`src/rtl/core/nsc_pkg.sv`:
```
// ----------------------------------------------------------------------------
// nsc_pkg
// shared types, codes and helpers of the sentence checker
// ----------------------------------------------------------------------------
package nsc_pkg;

  localparam logic [7:0] CHAR_DOLLAR = 8'h24;
  localparam logic [7:0] CHAR_STAR   = 8'h2a;
  localparam logic [7:0] CHAR_CR     = 8'h0d;
  localparam logic [7:0] CHAR_LF     = 8'h0a;
  localparam logic [7:0] CHAR_NUL    = 8'h00;
  localparam logic [7:0] MIN_LENGTH  = 8'd7;

  localparam logic [2:0] ST_OK       = 3'd0;
  localparam logic [2:0] ST_MISMATCH = 3'd1;
  localparam logic [2:0] ST_BAD      = 3'd2;
  localparam logic [2:0] ST_OVERFLOW = 3'd3;
  localparam logic [2:0] ST_TIMEOUT  = 3'd4;

  localparam logic CMD_BYTE = 1'b0;
  localparam logic CMD_TICK = 1'b1;

  typedef enum logic {
    REG_MAX_LEN    = 1'b0,
    REG_TICK_LIMIT = 1'b1
  } reg_index_t;

  typedef enum logic [4:0] {
    PH_BODY   = 5'b00001,
    PH_HI     = 5'b00010,
    PH_LO     = 5'b00100,
    PH_END    = 5'b01000,
    PH_BADFMT = 5'b10000
  } phase_t;

  typedef struct packed {
    logic [2:0] status;
    logic [7:0] computed_checksum;
    logic [7:0] rx_checksum;
    logic [7:0] sentence_length;
  } result_t;

  typedef struct packed {
    logic       ok;
    logic [3:0] value;
  } hex_t;

  function automatic hex_t hex_decode(input logic [7:0] c);
    hex_t h;
    h.ok    = 1'b1;
    h.value = 4'd0;
    if (c >= 8'h30 && c <= 8'h39) begin
      h.value = 4'(c - 8'h30);
    end else if (c >= 8'h41 && c <= 8'h46) begin
      h.value = 4'(c - 8'h37);
    end else if (c >= 8'h61 && c <= 8'h66) begin
      h.value = 4'(c - 8'h57);
    end else begin
      h.ok = 1'b0;
    end
    return h;
  endfunction

endpackage

```
`src/rtl/core/nsc_parse.sv`:
```
// ----------------------------------------------------------------------------
// nsc_parse
// sentence parser state, checksum accumulation and tick window
// ----------------------------------------------------------------------------
module nsc_parse (
  input  logic             clk,
  input  logic             rst_n,
  input  logic             acc,
  input  logic             cmd,
  input  logic [7:0]       rx_byte,
  input  logic [7:0]       max_len,
  input  logic [15:0]      tick_limit,
  output logic             res_vld,
  output nsc_pkg::result_t res
);
  import nsc_pkg::*;

  logic        started_r, started_nxt;
  logic [7:0]  count_r, count_nxt;
  logic [7:0]  xor_r, xor_nxt;
  phase_t      phase_r, phase_nxt;
  logic [3:0]  hi_r, hi_nxt;
  logic [7:0]  got_r, got_nxt;
  logic        trunc_r, trunc_nxt;
  logic [15:0] ticks_r, ticks_nxt;

  logic [15:0] tmo;
  logic [15:0] ticks_inc;
  logic [7:0]  limit;
  hex_t        hx;
  logic        emit;

  assign tmo       = (tick_limit == 16'd0) ? 16'd1 : tick_limit;
  assign ticks_inc = (ticks_r == 16'hffff) ? ticks_r : ticks_r + 16'd1;
  assign limit     = ((max_len < MIN_LENGTH) ? MIN_LENGTH : max_len) - 8'd1;
  assign hx        = hex_decode(rx_byte);

  always_comb begin
    started_nxt = started_r;
    count_nxt   = count_r;
    xor_nxt     = xor_r;
    phase_nxt   = phase_r;
    hi_nxt      = hi_r;
    got_nxt     = got_r;
    trunc_nxt   = trunc_r;
    ticks_nxt   = ticks_r;
    emit        = 1'b0;
    res         = '0;
    if (cmd == CMD_TICK) begin
      ticks_nxt = ticks_inc;
      if (ticks_inc >= tmo) begin
        emit       = 1'b1;
        res.status = ST_TIMEOUT;
      end
    end else if (rx_byte == CHAR_DOLLAR) begin
      started_nxt = 1'b1;
      count_nxt   = 8'd1;
      xor_nxt     = '0;
      phase_nxt   = PH_BODY;
      hi_nxt      = '0;
      got_nxt     = '0;
      trunc_nxt   = 1'b0;
    end else if (started_r && rx_byte != CHAR_CR) begin
      if (rx_byte == CHAR_LF) begin
        emit                  = 1'b1;
        res.status            = (phase_r != PH_END) ? ST_BAD :
                                (xor_r == got_r) ? ST_OK : ST_MISMATCH;
        res.computed_checksum = xor_r;
        res.rx_checksum       = got_r;
        res.sentence_length   = count_r;
      end else if (count_r >= limit) begin
        emit                = 1'b1;
        res.status          = ST_OVERFLOW;
        res.sentence_length = count_r;
      end else begin
        count_nxt = count_r + 8'd1;
        if (!trunc_r && phase_r != PH_BADFMT) begin
          if (rx_byte == CHAR_NUL) begin
            if (phase_r == PH_END) trunc_nxt = 1'b1;
            else phase_nxt = PH_BADFMT;
          end else begin
            unique case (phase_r)
              PH_BODY: begin
                if (rx_byte == CHAR_STAR) phase_nxt = PH_HI;
                else xor_nxt = xor_r ^ rx_byte;
              end
              PH_HI: begin
                if (hx.ok) begin
                  hi_nxt    = hx.value;
                  phase_nxt = PH_LO;
                end else begin
                  phase_nxt = PH_BADFMT;
                end
              end
              PH_LO: begin
                if (hx.ok) begin
                  got_nxt   = {hi_r, hx.value};
                  phase_nxt = PH_END;
                end else begin
                  phase_nxt = PH_BADFMT;
                end
              end
              default: phase_nxt = PH_BADFMT;
            endcase
          end
        end
      end
    end
    if (emit) begin
      started_nxt = 1'b0;
      count_nxt   = '0;
      xor_nxt     = '0;
      phase_nxt   = PH_BODY;
      hi_nxt      = '0;
      got_nxt     = '0;
      trunc_nxt   = 1'b0;
      ticks_nxt   = '0;
    end
  end

  assign res_vld = acc & emit;

  always_ff @(posedge clk) begin
    if (!rst_n) begin
      started_r <= 1'b0;
      count_r   <= '0;
      xor_r     <= '0;
      phase_r   <= PH_BODY;
      hi_r      <= '0;
      got_r     <= '0;
      trunc_r   <= 1'b0;
      ticks_r   <= '0;
    end else if (acc) begin
      started_r <= started_nxt;
      count_r   <= count_nxt;
      xor_r     <= xor_nxt;
      phase_r   <= phase_nxt;
      hi_r      <= hi_nxt;
      got_r     <= got_nxt;
      trunc_r   <= trunc_nxt;
      ticks_r   <= ticks_nxt;
    end
  end

endmodule

```
`src/rtl/core/nmea_sentence_checker_core.sv`:
```
// ----------------------------------------------------------------------------
// nmea_sentence_checker_core
// streaming nmea 0183 sentence checksum checker
// ----------------------------------------------------------------------------
// Each input beat (a received byte or a millisecond tick) is accepted and
// updates the parser state in a single pass; a beat that ends a sentence,
// overflows it or closes the tick window writes its result into the output
// register at the same edge that accepts it, or into the second entry when
// the output is stalled. A two-entry output buffer lets input beats keep
// flowing while one result waits; in_stall rises only when both entries are
// full. Configuration writes are taken in any cycle.
module nmea_sentence_checker_core (
  input  logic        clk,
  input  logic        rst_n,
  input  logic        in_valid,
  output logic        in_stall,
  input  logic        in_cmd,
  input  logic [7:0]  in_rx_byte,
  output logic        out_valid,
  input  logic        out_stall,
  output logic [2:0]  out_status,
  output logic [7:0]  out_computed_checksum,
  output logic [7:0]  out_rx_checksum,
  output logic [7:0]  out_sentence_length,
  input  logic        cfg_valid,
  output logic        cfg_ready,
  input  logic        cfg_index,
  input  logic [15:0] cfg_data
);
  import nsc_pkg::*;

  logic [7:0]  max_len_r;
  logic [15:0] tmo_r;
  logic        acc;
  logic        res_vld;
  result_t     res;
  logic        out_vld_r, skid_vld_r;
  result_t     out_r, skid_r;

  assign cfg_ready = 1'b1;
  assign in_stall  = skid_vld_r;
  assign acc       = in_valid & ~skid_vld_r;

  always_ff @(posedge clk) begin
    if (!rst_n) begin
      max_len_r <= 8'd83;
      tmo_r     <= 16'd1000;
    end else if (cfg_valid && cfg_ready) begin
      unique case (cfg_index)
        REG_MAX_LEN:    max_len_r <= cfg_data[7:0];
        REG_TICK_LIMIT: tmo_r     <= cfg_data;
        default: ;
      endcase
    end
  end

  nsc_parse u_parse (
    .clk        (clk),
    .rst_n      (rst_n),
    .acc        (acc),
    .cmd        (in_cmd),
    .rx_byte    (in_rx_byte),
    .max_len    (max_len_r),
    .tick_limit (tmo_r),
    .res_vld    (res_vld),
    .res        (res)
  );

  always_ff @(posedge clk) begin
    if (!rst_n) begin
      out_vld_r  <= 1'b0;
      skid_vld_r <= 1'b0;
    end else if (!out_vld_r || !out_stall) begin
      out_vld_r  <= skid_vld_r | res_vld;
      skid_vld_r <= 1'b0;
    end else if (res_vld) begin
      skid_vld_r <= 1'b1;
    end
  end

  always_ff @(posedge clk) begin
    if (!out_vld_r || !out_stall) begin
      out_r <= skid_vld_r ? skid_r : res;
    end else if (res_vld) begin
      skid_r <= res;
    end
  end

  assign out_valid             = out_vld_r;
  assign out_status            = out_r.status;
  assign out_computed_checksum = out_r.computed_checksum;
  assign out_rx_checksum       = out_r.rx_checksum;
  assign out_sentence_length   = out_r.sentence_length;

endmodule
```
`config.mk`:
```
export PLATFORM = sky130hd
export DESIGN_NAME = nmea_sentence_checker_core
export DESIGN_NICKNAME = d
export VERILOG_FILES = /design/src/rtl/core/nsc_pkg.sv /design/src/rtl/core/nsc_parse.sv /design/src/rtl/core/nmea_sentence_checker_core.sv
export SDC_FILE = /design/constraint.sdc
export NUM_CORES = 1
export LEC_CHECK = 0
export BUFFER_PORTS_ARGS = -buffer_cell sky130_fd_sc_hd__buf_2
export CAP_MARGIN = 20
export CELL_PAD_IN_SITES_DETAIL_PLACEMENT = 1
export CELL_PAD_IN_SITES_GLOBAL_PLACEMENT = 1
export CORE_MARGIN = 3
export CORE_UTILIZATION = 50
export DETAILED_ROUTE_END_ITERATION = 8
export MAX_ROUTING_LAYER = met4
export PLACE_DENSITY = 0.91
export SLEW_MARGIN = 20
export SYNTH_ARGS = -nofsm -noshare
export SYNTH_HDL_FRONTEND = slang
export SYNTH_SLANG_ARGS = --single-unit
```
`constraint.sdc`:
```
create_clock -name clk -period 13.2 [get_ports clk]
set_clock_uncertainty 0.2 [all_clocks]
set_input_delay 1.98 -clock clk [delete_from_list [all_inputs] [get_ports clk]]
set_output_delay 1.98 -clock clk [all_outputs]
set_load 0.05 [all_outputs]
```
# Word level (Yosys, flattened, before mapping)
# Cells that the tools add are included.
[word_totals]
inputBits = 31
ff_bits = 131
wordCells = 186
output_inout_bits = 30
[op_classes]
n_reduce_logical = 33
muxes = 91
eq_ne = 19
n_bitwise = 8
n_addsub = 6
order_cmp = 9
[op_table]
columns = ["operator", "count"]
rows = [
  ["$mux 8", 29],
  ["$mux 27", 3],
  ["$mux 16", 5],
  ["$mux 5", 12],
  ["$mux 4", 13],
  ["$reduce_and 9->1", 3],
  ["$mux 24", 1],
  ["$reduce_bool 3->1", 8],
  ["$mux 1", 22],
  ["$add 16x1->16 const B", 1],
  ["$eq 16x16->1 const B", 1],
  ["$eq 8x6->1 const B", 2],
  ["$ge 16x16->1", 1],
  ["$ge 8x7->1 const B", 2],
  ["$le 8x7->1 const B", 2],
  ["$logic_not 16->1", 1],
  ["$reduce_and 8->1", 2],
  ["$pmux 5 s3", 1],
  ["$mux 3", 4],
  ["$ne 3x1->1 const B", 4],
  ["$add 8x1->8 const B", 1],
  ["$eq 8x4->1 const B", 1],
  ["$eq 8x8->1", 1],
  ["$ge 8x6->1 const B", 1],
  ["30 further kinds", 45],
]

# Longest topological paths before layout
[depth]
depth_word = 15
ltp_mapped = 17
mapped_depth_nobuf = 16

# By module
# Synthesis repeated with hierarchy kept, for this count alone.
[hier_totals]
hier_cells = 712
area_unflattened_um2 = 7086.8
[by_module_without_submodules]
columns = ["module", "seq_area_each_um2", "cells_per_inst", "n_inst", "area_per_inst_um2"]
rows = [
  ["nsc_parse", 1021.0, 509, 1, 3988.8],
  ["nmea_sentence_checker_core", 2142.1, 203, 1, 3098.0],
]

# Least setup slack after synthesis
# OpenSTA, ideal clock, no wires.
[synth_timing]
path_type = "input to register"
startpoint = "in in_rx_byte[0]"
endpoint = "reg skid_r[0] (netlist bit) (enable)"
setup_ps = 411
t_required_ps = 12589
arrival_time_ps = 4546
stages = 8
n_path_buf = 0
path_slack_ps = 8043
cell_sequence = "inv_1 > ha_1 > nor3b_1 > nor3b_1 > nor3_1 > nand2_1 > a21o_1 > nor2_1"
[synth_between]
elab_chain_cells = 7
elab_cells_between_ends = 10
cone_classes = "eq/ne (3); mux (4); bitwise (1); reduce/logical (2)"
[synth_rtl]
columns = ["item", "line", "source"]
rows = [
  ["start, declared", "nmea_sentence_checker_core.sv:18", "input logic [7:0] in_rx_byte,"],
  ["$eq 8x4->1 or $ne 8x4->1 (tied branches)", "nsc_parse.sv:64, nsc_parse.sv:63", ""],
  ["$mux 1 or $logic_and 1x1->1 (tied branches)", "nsc_parse.sv:64, nsc_parse.sv:63", ""],
  ["$mux 1", "nsc_parse.sv:63", "end else if (started_r && rx_byte != CHAR_CR) begin"],
  ["$mux 1 *", "nsc_parse.sv:55", "end else if (rx_byte == CHAR_DOLLAR) begin"],
  ["$mux 1 *", "nsc_parse.sv:49", "if (cmd == CMD_TICK) begin"],
  ["$and 1x1->1 *", "nsc_parse.sv:121", "assign res_vld = acc & emit;"],
  ["$reduce_and 2->1 (no line) *", "-", ""],
  ["end signal, assigned", "nmea_sentence_checker_core.sv:85", "skid_r <= res;"],
  ["end, declared", "nmea_sentence_checker_core.sv:38", "result_t out_r, skid_r;"],
]
# Mark *: on every way between the ends. The rest lies on a longest branch, timed or not.
# A chain may end at the register's enable or synchronous reset.

# Final worst setup path
[layout_timing]
startpoint = "reg u_parse.ticks_r[0]"
endpoint = "reg u_parse.xor_r[4]"
[layout_between]
elab_chain_cells = 7
elab_cells_between_ends = 16
cone_classes = "add/sub (1); order compare (1); eq/ne (6); mux (4); reduce/logical (4)"
[layout_rtl]
columns = ["item", "line", "source"]
rows = [
  ["start, declared", "nsc_parse.sv:25", "logic [15:0] ticks_r, ticks_nxt;"],
  ["start signal, assigned", "nsc_parse.sv:141", "ticks_r <= ticks_nxt;"],
  ["$add 16x1->16 or $eq 16x16->1 (tied branches)", "nsc_parse.sv:34", "assign ticks_inc = (ticks_r == 16'hffff) ? ticks_r : ticks_r + 16'd1;"],
  ["$mux 16 *", "nsc_parse.sv:34", ""],
  ["$ge 16x16->1 *", "nsc_parse.sv:51", "if (ticks_inc >= tmo) begin"],
  ["$mux 1 *", "nsc_parse.sv:51", ""],
  ["$mux 1 *", "nsc_parse.sv:49", ""],
  ["$ne 3x1->1 (no line) (tied with other cells)", "-", ""],
  ["$reduce_and 9->1 (no line)", "-", ""],
  ["end signal, assigned", "nsc_parse.sv:136", "xor_r <= xor_nxt;"],
  ["end, declared", "nsc_parse.sv:20", "logic [7:0] xor_r, xor_nxt;"],
]
# Marked as above.

==> impl_metrics.xml <==
<?xml version="1.0" encoding="UTF-8"?>
<metrics>
  <group name="floorplanning">
    <metric name="io_pins" unit="">61</metric>
    <metric name="full_die_area" unit="um2">14500</metric>
    <metric name="rows" unit="">41</metric>
    <metric name="die_w" unit="um">121</metric>
    <metric name="floorplan.initialDensity" unit="">0.516</metric>
    <metric name="placeableCoreArea" unit="um2">12700</metric>
    <metric name="die_height" unit="um">121</metric>
  </group>
  <group name="finish">
    <metric name="footprint_of_the_multi_input_gates" unit="um2">3200</metric>
    <metric name="antenna_cells_inserted" unit="">0</metric>
    <metric name="layout-area-overhead-vs-synth" unit="%">16.1</metric>
    <metric name="final-seq-area" unit="um2">3160</metric>
    <metric name="nFillCells" unit="">1402</metric>
    <metric name="layout.cells.most_common_list" unit="">nand2_1 (81), dfxtp_1 (77), buf_2 (59), edfxtp_1 (54), a21oi_1 (35)</metric>
    <metric name="final_nets" unit="">778</metric>
    <metric name="layout.cells.most_common" unit="">nand2_1</metric>
    <metric name="final_cells" unit="">902</metric>
    <metric name="final_layout_size_suffix_gt1_frac" unit="">0.182</metric>
  </group>
  <group name="timing">
    <metric name="rsz0062_at_grt" unit="">false</metric>
    <metric name="timing_worst_slew_pin_value" unit="ns">0.964</metric>
    <metric name="shortest_period_the_worst_path_allows" unit="ns">5.55</metric>
    <metric name="max_freq" unit="MHz">180</metric>
    <metric name="worst_hold_slack" unit="ns">0.272</metric>
    <metric name="finalMaxSlewViolations" unit="">0</metric>
    <metric name="timing.max_slew.rel_slack" unit="">0.352</metric>
    <metric name="finalHoldViolations" unit="">0</metric>
    <metric name="post-route-period-util" unit="">0.421</metric>
    <metric name="tns" unit="ns">0</metric>
    <metric name="timing.final.setup_violations" unit="">0</metric>
  </group>
  <group name="place">
    <metric name="gp_routability_congestion" unit="">0.929</metric>
    <metric name="placedCellCount" unit="">870</metric>
    <metric name="placement.io_buffers" unit="">59</metric>
    <metric name="dp_hpwl" unit="um">13100</metric>
  </group>
  <group name="power">
    <metric name="power-per-cell-area" unit="nW/um2">124</metric>
    <metric name="power" unit="uW">946</metric>
    <metric name="leakage" unit="nW">3.19</metric>
    <metric name="ir_worst_vdd" unit="V">0.0000697</metric>
  </group>
  <group name="yosys">
    <metric name="post_synth_num_cell_types" unit="">65</metric>
    <metric name="share_of_async_settable_or_async_resettable_flops_after_synthesis" unit="">0</metric>
    <metric name="synth_area_leader_cell" unit="">edfxtp_1</metric>
    <metric name="yosys_warnings" unit="">0</metric>
    <metric name="ys_top_cells_by_area" unit="">edfxtp_1 (25%), dfxtp_1 (23%), ha_1 (5.7%)</metric>
    <metric name="ys_seq_elements" unit="">131</metric>
    <metric name="ys.flop_type" unit="">dfxtp_1</metric>
    <metric name="fraction_of_post_synthesis_cell_area_in_the_top_cell_type_by_area" unit="">0.247</metric>
    <metric name="synth.avg_cell_area" unit="um2">10.0</metric>
    <metric name="synth-edff-count" unit="">54</metric>
    <metric name="postSynthNetCount" unit="">716</metric>
    <metric name="syn_inst" unit="">655</metric>
    <metric name="ys_seq_area_frac" unit="">0.482</metric>
    <metric name="post_synthesis_cell_area" unit="um2">6570</metric>
  </group>
  <group name="route">
    <metric name="drtAntennaViolNets" unit="">0</metric>
    <metric name="remaining_drc_errors" unit="">0</metric>
    <metric name="drtIter0Drc" unit="">307</metric>
    <metric name="drt_pre_antenna_iters" unit="">6</metric>
    <metric name="num_vias" unit="">5457</metric>
    <metric name="route.final.wire_length" unit="um">18500</metric>
    <metric name="wire_per_inst" unit="um">20.5</metric>
    <metric name="routed_vias_inst" unit="">6.05</metric>
  </group>
  <group name="min_path">
    <metric name="hold_path_class" unit="">flop to flop</metric>
  </group>
  <group name="global_routing">
    <metric name="gr-max-usage-layer" unit="">met2</metric>
    <metric name="grtUsageMet2" unit="">0.480</metric>
    <metric name="total_routing_usage_gr" unit="">0.275</metric>
    <metric name="grt_pass1_vias" unit="">5770</metric>
    <metric name="use_met3" unit="">0.0585</metric>
    <metric name="gr_overflow_total" unit="">0</metric>
    <metric name="largest_net_degree_at_the_start_of_global_routing" unit="">34</metric>
    <metric name="grt_pass1_wl" unit="um">30200</metric>
    <metric name="met1_usage" unit="">0.301</metric>
    <metric name="initial_antenna_violation_count" unit="">0</metric>
  </group>
  <group name="setup_path">
    <metric name="critical_path_data_arrival_time" unit="ns">5.67</metric>
    <metric name="worstSetupPathType" unit="">flop to flop</metric>
    <metric name="critical_path.max_fanout" unit="">8</metric>
    <metric name="path_cells" unit="">ha_1 -&gt; nand2_1 -&gt; nor3_1 -&gt; nand3_1 -&gt; nand2_1 -&gt; nor2_1 -&gt; xor2_1 -&gt; ha_1 -&gt; a211o_1 -&gt; a21oi_1 -&gt; o22ai_1 -&gt; a21oi_1 -&gt; inv_1 -&gt; nor3_1 -&gt; nand4_2 -&gt; o31ai_1</metric>
    <metric name="cp_num_buf_inv" unit="">1</metric>
    <metric name="timing.critical_path.max_delay_family" unit="">simple AND/OR/NAND/NOR gates</metric>
    <metric name="critical_path.slowest_cell" unit="">nor3_1</metric>
    <metric name="worstPathRequired" unit="ns">13.32</metric>
    <metric name="startpoint_type" unit="">flop</metric>
    <metric name="worstSetupEndpointType" unit="">flop</metric>
    <metric name="worst_path_largest_cell_delay" unit="ns">0.75</metric>
  </group>
  <group name="clock_tree">
    <metric name="clock_insertion_delay_worst_skew" unit="ns">0.43</metric>
    <metric name="ctsLongestPathBuffers" unit="">2</metric>
    <metric name="numClockSinks" unit="">131</metric>
    <metric name="cts_setup_buffers" unit="">0</metric>
    <metric name="cts-root-buf" unit="">clkbuf_16</metric>
    <metric name="cts.clk_slew.worst_paths" unit="ns">0.06</metric>
    <metric name="tritoncts" unit="">done</metric>
    <metric name="cts_made_buffers" unit="">17</metric>
    <metric name="h-tree-depth" unit="">4</metric>
    <metric name="holdBufCountCts" unit="">0</metric>
    <metric name="post_cts.resized_instances" unit="">0</metric>
  </group>
  <group name="status">
    <metric name="status" unit="">complete, no violations</metric>
  </group>
  <group name="run">
    <metric name="count_of_max_cap_constraint_violations" unit="">0</metric>
  </group>
</metrics>
-- metal layers --
metal	vias up	part of all wire
met4	0	0.030
li1	2547	-
met1	2729	0.41
met2	133	0.53
met5	-	0
met3	48	0.033
-- report_power, final --
part | switching, mW | internal, mW
clock network | 0.187 | 0.278
registers | 0.00506 | 0.423
logic | 0.0346 | 0.0182
-- registers in the layout, indices dropped and copies added (netlist names) --
register / flops
skid_r: 27
tmo_r: 16
u_parse.ticks_r: 16
max_len_r: 8
out_computed_checksum: 8
out_rx_checksum: 8
out_sentence_length: 8
u_parse.count_r: 8
u_parse.got_r: 8
u_parse.xor_r: 8
u_parse.phase_r: 5
u_parse.hi_r: 4
out_status: 3
in_stall: 1
out_valid: 1
u_parse.started_r: 1
u_parse.trunc_r: 1
-- worst min-delay path, stage by stage (launching register included) --
cell	delay (ns)
dfxtp_1	0.32
nand2_1	0.06
a21oi_1	0.05
-- cell type report --
class / instances / area share
inverters: 33 / 0.0162
clock buffers: 17 / 0.0558
flip-flops and latches: 131 / 0.415
clock inverters: 15 / 0.0207
repair buffers: 64 / 0.0446
multi-input cells: 470 / 0.419
well taps: 172 / 0.0282
-- Yosys cell counts (16+ instances only) --
cell       n
clkbuf_1  17
inv_1     32
nor2_1    34
a21oi_1   35
xnor2_1   18
dfxtp_1   77
o211ai_1  16
ha_1      30
edfxtp_1  54
nand2_1   81
mux2_2    27
and2_1    19
nand3_1   24
-- metrics by stage --
step | instance area [um2] | util | setup WS, ns
after detailed placement | 7040 | 0.553 | 7.86
after global routing | 7620 | 0.599 | 7.26
after floorplan | 6570 | - | 8.04
after CTS | 7620 | 0.599 | 7.77
final | 7620 | 0.599 | 7.65
after global placement | 7030 | 0.552 | 7.97
-- path summary, 6_finish.rpt --
path / startpoint / slack [ns] / depth (start not counted) / end
worst max-delay path: u_parse.ticks_r[0]$_SDFFE_PN0P_ / 7.65 / 16 / u_parse.xor_r[4]$_SDFFE_PN0P_
worst min-delay path: tmo_r[0]$_SDFFE_PN0P_ / 0.27 / 2 / tmo_r[0]$_SDFFE_PN0P_
worst max register to register: u_parse.ticks_r[0]$_SDFFE_PN0P_ / 7.65 / 16 / u_parse.xor_r[4]$_SDFFE_PN0P_
worst min register to register: tmo_r[0]$_SDFFE_PN0P_ / 0.27 / 2 / tmo_r[0]$_SDFFE_PN0P_
-- kinds of logic (layout without fill, tap and decap cells) --
kind of cell	count (synthesis)	count (layout)	synth area share
flip-flops	131	131	0.482
buffers and inverters	54	129	0.0314
adder cells (fa/ha/maj)	30	30	0.0572
multiplexers	30	30	0.0509
AND/OR/NAND/NOR	242	242	0.190
AO/OA/AOI/OAI	142	142	0.155
other	1	1	0.000571
XOR/XNOR	25	25	0.0334
Power figures use the tool's default switching activity.
